[src/hw/rtl/ipd_pkg.sv]
package ipd_pkg;

  localparam int unsigned CFG_IDX_W  = 2;
  localparam int unsigned CFG_DATA_W = 13;
  localparam int unsigned GRID_W_W   = 7;
  localparam int unsigned GRID_H_W   = 13;
  localparam int unsigned ENTRY_W    = 2;

  localparam logic [GRID_W_W-1:0] GRID_W_RESET = 7'd64;
  localparam logic [GRID_H_W-1:0] GRID_H_RESET = 13'd64;

  typedef enum logic [CFG_IDX_W-1:0] {
    CFG_GRID_WIDTH  = 2'd0,
    CFG_GRID_HEIGHT = 2'd1
  } cfg_idx_e;

  typedef logic [ENTRY_W-1:0] entry_t;

endpackage

[src/hw/rtl/ipd_ram.sv]
module ipd_ram #(
  parameter int unsigned WIDTH = 2,
  parameter int unsigned DEPTH = 64
) (
  input  logic                                    clk_i,
  input  logic                                    we_i,
  input  logic [(DEPTH > 1 ? $clog2(DEPTH) : 1)-1:0] waddr_i,
  input  logic [WIDTH-1:0]                        wdata_i,
  input  logic [(DEPTH > 1 ? $clog2(DEPTH) : 1)-1:0] raddr_a_i,
  output logic [WIDTH-1:0]                        rdata_a_o,
  input  logic [(DEPTH > 1 ? $clog2(DEPTH) : 1)-1:0] raddr_b_i,
  output logic [WIDTH-1:0]                        rdata_b_o
);

  logic [WIDTH-1:0] mem_q [DEPTH];

  always_ff @(posedge clk_i) begin
    if (we_i) begin
      mem_q[waddr_i] <= wdata_i;
    end
    rdata_a_o <= mem_q[raddr_a_i];
    rdata_b_o <= mem_q[raddr_b_i];
  end

endmodule

[src/hw/rtl/isolated_pixel_detector_top.sv]
// Checks a binary image, streamed in raster order one pixel per request, for set
// pixels that have no set up, down, left or right neighbour inside the grid. One
// verdict (all_supported_o = 1 when no isolated set pixel was found) is issued on
// the last pixel of each frame, in the cycle after that pixel is taken; all other
// pixels produce nothing. The block takes one pixel per clock: the previous two
// rows live in a two-read-port RAM whose registered reads are addressed one pixel
// ahead, so the check itself is combinational. Input stalls only while a verdict
// is pending and the next pixel would issue another, and while the RAM is read
// anew after a mid-frame register write moves the current column. Width and height
// registers read as 1 when zero and saturate at MAX_WIDTH and MAX_HEIGHT.
module isolated_pixel_detector_top
  import ipd_pkg::*;
#(
  parameter int unsigned MAX_WIDTH  = 64,
  parameter int unsigned MAX_HEIGHT = 4096
) (
  input  logic                  clk_i,
  input  logic                  rst_ni,
  input  logic                  cfg_valid_i,
  output logic                  cfg_ready_o,
  input  logic [CFG_IDX_W-1:0]  cfg_index_i,
  input  logic [CFG_DATA_W-1:0] cfg_data_i,
  input  logic                  in_valid_i,
  output logic                  in_ready_o,
  input  logic                  pixel_set_i,
  output logic                  out_valid_o,
  input  logic                  out_ready_i,
  output logic                  all_supported_o
);

  localparam int unsigned CW = MAX_WIDTH > 1 ? $clog2(MAX_WIDTH) : 1;
  localparam int unsigned RW = MAX_HEIGHT > 1 ? $clog2(MAX_HEIGHT) : 1;

  logic [GRID_W_W-1:0] grid_w_q;
  logic [GRID_H_W-1:0] grid_h_q;
  logic [CW-1:0]       col_q, col_d, w_m1, col;
  logic [RW-1:0]       row_q, row_d, h_m1, row;
  logic [ENTRY_W-1:0]  recent_q, recent_d;
  logic                viol_q, viol_d;
  logic                prev_up_q;
  logic                out_valid_q, out_valid_d;
  logic                result_q, result_d;
  logic [CW-1:0]       raddr_q, raddr_d;
  logic                fetch_q, fetch_d, load_up;
  logic                hit_a_q, hit_b_q;
  entry_t              byp_q;
  entry_t              ram_a, ram_b, cur, nxt, wr_entry;
  logic                last_col, last_row, emit, accept;
  logic                bad_up, bad_left, bad_self, bad;

  assign cfg_ready_o = 1'b1;

  always_ff @(posedge clk_i or negedge rst_ni) begin
    if (!rst_ni) begin
      grid_w_q <= GRID_W_RESET;
      grid_h_q <= GRID_H_RESET;
    end else if (cfg_valid_i) begin
      unique case (cfg_idx_e'(cfg_index_i))
        CFG_GRID_WIDTH:  grid_w_q <= cfg_data_i[GRID_W_W-1:0];
        CFG_GRID_HEIGHT: grid_h_q <= cfg_data_i[GRID_H_W-1:0];
        default: ;
      endcase
    end
  end

  always_comb begin
    if (grid_w_q == '0) begin
      w_m1 = '0;
    end else if (32'(grid_w_q) > 32'(MAX_WIDTH)) begin
      w_m1 = CW'(MAX_WIDTH - 1);
    end else begin
      w_m1 = CW'(grid_w_q - 7'd1);
    end
    if (grid_h_q == '0) begin
      h_m1 = '0;
    end else if (32'(grid_h_q) > 32'(MAX_HEIGHT)) begin
      h_m1 = RW'(MAX_HEIGHT - 1);
    end else begin
      h_m1 = RW'(grid_h_q - 13'd1);
    end
  end

  assign col      = (col_q > w_m1) ? w_m1 : col_q;
  assign row      = (row_q > h_m1) ? h_m1 : row_q;
  assign last_col = (col == w_m1);
  assign last_row = (row == h_m1);
  assign emit     = last_col && last_row;

  assign in_ready_o = (raddr_q == col) && !fetch_q &&
                      (!emit || !out_valid_q || out_ready_i);
  assign accept     = in_valid_i && in_ready_o;

  assign cur      = hit_a_q ? byp_q : ram_a;
  assign nxt      = hit_b_q ? byp_q : ram_b;
  assign wr_entry = {cur[0], pixel_set_i};

  always_comb begin
    bad_up = (32'(row) >= 32'd1) && cur[0] &&
             !(((32'(row) >= 32'd2) && cur[1]) || pixel_set_i ||
               ((col != '0) && prev_up_q) || (!last_col && nxt[0]));
    bad_left = last_row && (col != '0) && recent_q[0] &&
               !(((32'(col) >= 32'd2) && recent_q[1]) ||
                 ((row != '0) && prev_up_q) || pixel_set_i);
    bad_self = emit && pixel_set_i &&
               !(((col != '0) && recent_q[0]) || ((row != '0) && cur[0]));
    bad = bad_up || bad_left || bad_self;
  end

  always_comb begin
    col_d       = col_q;
    row_d       = row_q;
    recent_d    = recent_q;
    viol_d      = viol_q;
    out_valid_d = out_valid_q && !out_ready_i;
    result_d    = result_q;
    if (accept) begin
      col_d    = last_col ? '0 : col + CW'(1);
      row_d    = last_col ? (last_row ? '0 : row + RW'(1)) : row;
      recent_d = last_col ? '0 : {recent_q[0], pixel_set_i};
      viol_d   = emit ? 1'b0 : (viol_q || bad);
      if (emit) begin
        out_valid_d = 1'b1;
        result_d    = !(viol_q || bad);
      end
    end
    // refetch the left column's upper pixel when the column moved without a request
    raddr_d = col;
    fetch_d = 1'b0;
    load_up = 1'b0;
    if (accept) begin
      raddr_d = col_d;
    end else if (fetch_q && (raddr_q == col - CW'(1))) begin
      load_up = 1'b1;
    end else if ((raddr_q != col) || fetch_q) begin
      raddr_d = col - CW'(1);
      fetch_d = 1'b1;
    end
  end

  always_ff @(posedge clk_i or negedge rst_ni) begin
    if (!rst_ni) begin
      col_q       <= '0;
      row_q       <= '0;
      recent_q    <= '0;
      viol_q      <= 1'b0;
      out_valid_q <= 1'b0;
      raddr_q     <= '0;
      fetch_q     <= 1'b0;
      hit_a_q     <= 1'b0;
      hit_b_q     <= 1'b0;
    end else begin
      col_q       <= col_d;
      row_q       <= row_d;
      recent_q    <= recent_d;
      viol_q      <= viol_d;
      out_valid_q <= out_valid_d;
      raddr_q     <= raddr_d;
      fetch_q     <= fetch_d;
      hit_a_q     <= accept && (raddr_d == col);
      hit_b_q     <= accept && ((raddr_d + CW'(1)) == col);
    end
  end

  always_ff @(posedge clk_i) begin
    result_q <= result_d;
    if (accept) begin
      prev_up_q <= cur[0];
      byp_q     <= wr_entry;
    end else if (load_up) begin
      prev_up_q <= ram_a[1];
    end
  end

  ipd_ram #(
    .WIDTH (ENTRY_W),
    .DEPTH (MAX_WIDTH)
  ) u_row_ram (
    .clk_i     (clk_i),
    .we_i      (accept),
    .waddr_i   (col),
    .wdata_i   (wr_entry),
    .raddr_a_i (raddr_d),
    .rdata_a_o (ram_a),
    .raddr_b_i (raddr_d + CW'(1)),
    .rdata_b_o (ram_b)
  );

  assign out_valid_o     = out_valid_q;
  assign all_supported_o = result_q;

endmodule

[config.mk]
export PLATFORM = sky130hd
export DESIGN_NAME = isolated_pixel_detector_top
export DESIGN_NICKNAME = d
export VERILOG_FILES = /design/src/hw/rtl/ipd_pkg.sv /design/src/hw/rtl/ipd_ram.sv /design/src/hw/rtl/isolated_pixel_detector_top.sv
export SDC_FILE = /design/constraint.sdc
export NUM_CORES = 1
export LEC_CHECK = 0
export CAP_MARGIN = 40
export CORE_MARGIN = 3
export CORE_UTILIZATION = 65
export CTS_CLUSTER_SIZE = 16
export DETAILED_ROUTE_END_ITERATION = 8
export DONT_BUFFER_PORTS = 1
export GPL_TIMING_DRIVEN = 0
export PLACE_DENSITY = 0.81
export SLEW_MARGIN = 10
export SYNTH_ARGS = -nofsm -noshare
export SYNTH_HDL_FRONTEND = slang
export SYNTH_HIERARCHICAL = 1
export SYNTH_SLANG_ARGS = --single-unit
[constraint.sdc]
create_clock -name clk_i -period 9.65 [get_ports clk_i]
set_clock_uncertainty 0.2 [all_clocks]
set_input_delay 1.93 -clock clk_i [delete_from_list [all_inputs] [get_ports clk_i]]
set_output_delay 1.93 -clock clk_i [all_outputs]
set_load 0.01 [all_outputs]
==> summary.md <==
| Metric | Value |
|---|---|
| RSZ-0062 raised after global routing | `false` |
| Number of instances in the placed design | `around 1.2k` |
| TritonCTS clock tree | `yes` |
| CP peak stage delay | `0.54 ns` |
| GPL Wtd Cong | `just over 0.9` |
| Total of warnings raised by yosys | `6` |
| Vias per cell | `~6.8` |
| Worst-Skew Late Latency | `0.44 ns` |
| Fin. max-slew vios | `0` |
| Peak supply drop | `0.293 mV` |
| PortBufs | `0` |
| Status | `finished, final reports clean` |
| Final hold violations | `0` |
| Vias in the first global route | `8,052` |
| Worst Setup Start Kind | `register` |
| DRC violation count after routing | `0` |
| Die Y | `137 um` |
| Pre-CTS setup slack | `1.76 ns` |
| Pwr dens | `417 nW/um2` |
| CTS max path bufs | `2` |
| Critical path type | `reg -> reg` |
| Die width | `roughly 140 um` |
| Setup TNS | `0 ns` |
| Worst path slowest cell | `mux2i_1` |
| Setup Viol. Count Final | `0` |
| P_leak | `4.41 nW` |
| Num CTS Buffers | `17` |
| Starting Density | `66.7%` |
| Pin count of the biggest net entering global routing | `between 60 and 70` |
| Sw Pwr | `around 2.3 mW` |
| Crit-path most repeated cell | `ha_1` |
| CTS Hold Bufs | `0` |
| Crit. End Element | `register` |
| Congestion Overflow GR | `0` |
| Sequential Power Share | `between 20 and 25%` |
| Rows | `47` |
| Post-layout nets | `around 1.0k` |
| Die area | `18,700 um2` |
| Max FO, Critical Path | `10` |
| Non-Filler Instances | `~1.2k` |
| Total core area | `16,700 um2` |
| Syn_area_per_cell | `11.5 um2` |
| Int Power | `2.77 mW` |
| Final min period | `8.07 ns` |
| Worst slew pin tran | `0.928 ns` |
| Max-cap viol count | `0` |
| Combinational fraction of design power | `65.1%` |
| Synthesized instance count | `970` |
| Hold slack | `0.302 ns` |
| Slew margin rel. | `38.2%` |
| CTS resizes | `0` |
| Synthesized area | `11,100 um2` |
| ANT cells | `0` |
| DR pass1 iterations | `5` |
| Sw Share | `between 40% and 50%` |
| Antenna violations before repair | `0` |
| First-pass GRT wire length | `43.7 mm` |
| Layout cells sized above 1 | `between 10% and 20%` |
| # IOs | `25` |
| H-tree levels | `4` |
| Fin util | `72.3%` |
| Achievable Freq | `about 120 MHz` |
| Setup WS post-layout | `1.58 ns` |
| Synthesized Nets | `1,020` |
| Dpl hpwl | `19.2 mm` |
| Fin crit share | `around 84%` |
| Worst min-delay path class | `reg -> reg` |
| Clk pwr share | `14.5%` |
| Crit path DAT | `between 8 and 9 ns` |
| Area growth syn-to-layout | `8.40%` |
| Critical Path RT | `between 9 and 10 ns` |
| All-layer global routing usage | `around 30%` |
| 1st-iter DRT viols | `990` |
| Via total after detailed routing | `about 8.3k` |
| Clock-pin slew of the registers on the worst-case setup and hold paths | `0.08 ns` |
| Antenna-violating nets left | `0` |
| WL/cell | `22.8 um` |
| TritonCTS Sinks | `~190` |
| Post-CTS Setup Bufs | `0` |
| Clk root buf | `clkbuf_16` |
| Post-Route WL | `28.0 mm` |
critical path, delay by kind of cell, from the launching register on:
kind	cells	cell delay, ns
AO/OA/AOI/OAI	11	2.39
buffers and inverters	9	1.84
adder cells (fa/ha/maj)	4	1.16
AND/OR/NAND/NOR	4	1.13
multiplexers	2	0.87
flip-flops	1	0.36
per-layer routing:
layer / track usage, % / wire, um / share of wire [%] / vias up
met1: 38.7 / 10900 / 39 / 4067
met3: 5.59 / 1900 / 6.8 / 94
li1: - / - / - / 3719
met5: 0 / 0 / 0 / -
met4: 14.3 / 1260 / 4.5 / 0
met2: 51.9 / 13900 / 50 / 445
layout make-up:
cell class / count / area [um2]
multi-input combinational: 682 / 5340
sequential: 186 / 5300
fill: 1167 / 4620
clock buffer: 17 / 425
buffer: 56 / 325
tap: 220 / 275
clock inverter: 15 / 195
inverter: 46 / 173
timing repair buffer: 4 / 40.0
cells in the final DEF (no fill, tap or decap), types with 22 or more instances in the layout:
master	instances
edfxtp_1	132
nor2_1	112
nand2_1	60
dfrtp_1	49
inv_1	45
o21ai_0	45
mux4_2	36
ha_1	29
a21oi_1	27
nand3_1	26
clkbuf_1	24
xnor2_1	23
nor3_1	22
mux2_2	22
through the flow:
step | cell area [um2] | power, mW
after floorplan | 11100 | 3.44
after global placement | 11400 | 4.12
after detailed placement | 11500 | 4.20
after CTS | 12100 | 4.98
after global routing | 12100 | 5.28
final | 12100 | 5.04
final timing paths:
kind	from	to	slack (ns)	cells past startpoint
worst max-delay path	grid_w_q[0]	u_row_ram/rdata_b_o[0]	1.58	30
worst min-delay path	viol_q	viol_q	0.30	1
worst max register to register	grid_w_q[0]	u_row_ram/rdata_b_o[0]	1.58	30
worst min register to register	viol_q	viol_q	0.30	1
max in group asynchronous	rst_ni	grid_w_q[6]	8.07	0
min in group asynchronous	rst_ni	grid_h_q[7]	0.98	0
registers in the layout, indices dropped and copies added (netlist names):
name,cells
fetch_q,1
all_supported_o,1
out_valid_o,1
grid_h_q,13
viol_q,1
u_row_ram/rdata_a_o,2
hit_b_q,1
u_row_ram/mem_q,128
hit_a_q,1
recent_q,2
byp_q,2
raddr_q,6
row_q,12
col_q,6
grid_w_q,7
prev_up_q,1
u_row_ram/rdata_b_o,1
power groups by stage:
stage,clock network [mW],logic [mW],registers [mW]
after floorplan,0,2.42,1.02
after global placement,0,3.08,1.04
after detailed placement,0,3.16,1.04
after CTS,0.737,3.22,1.02
after global routing,0.767,3.48,1.03
final,0.731,3.28,1.02
(Power assumes the default switching activity.)
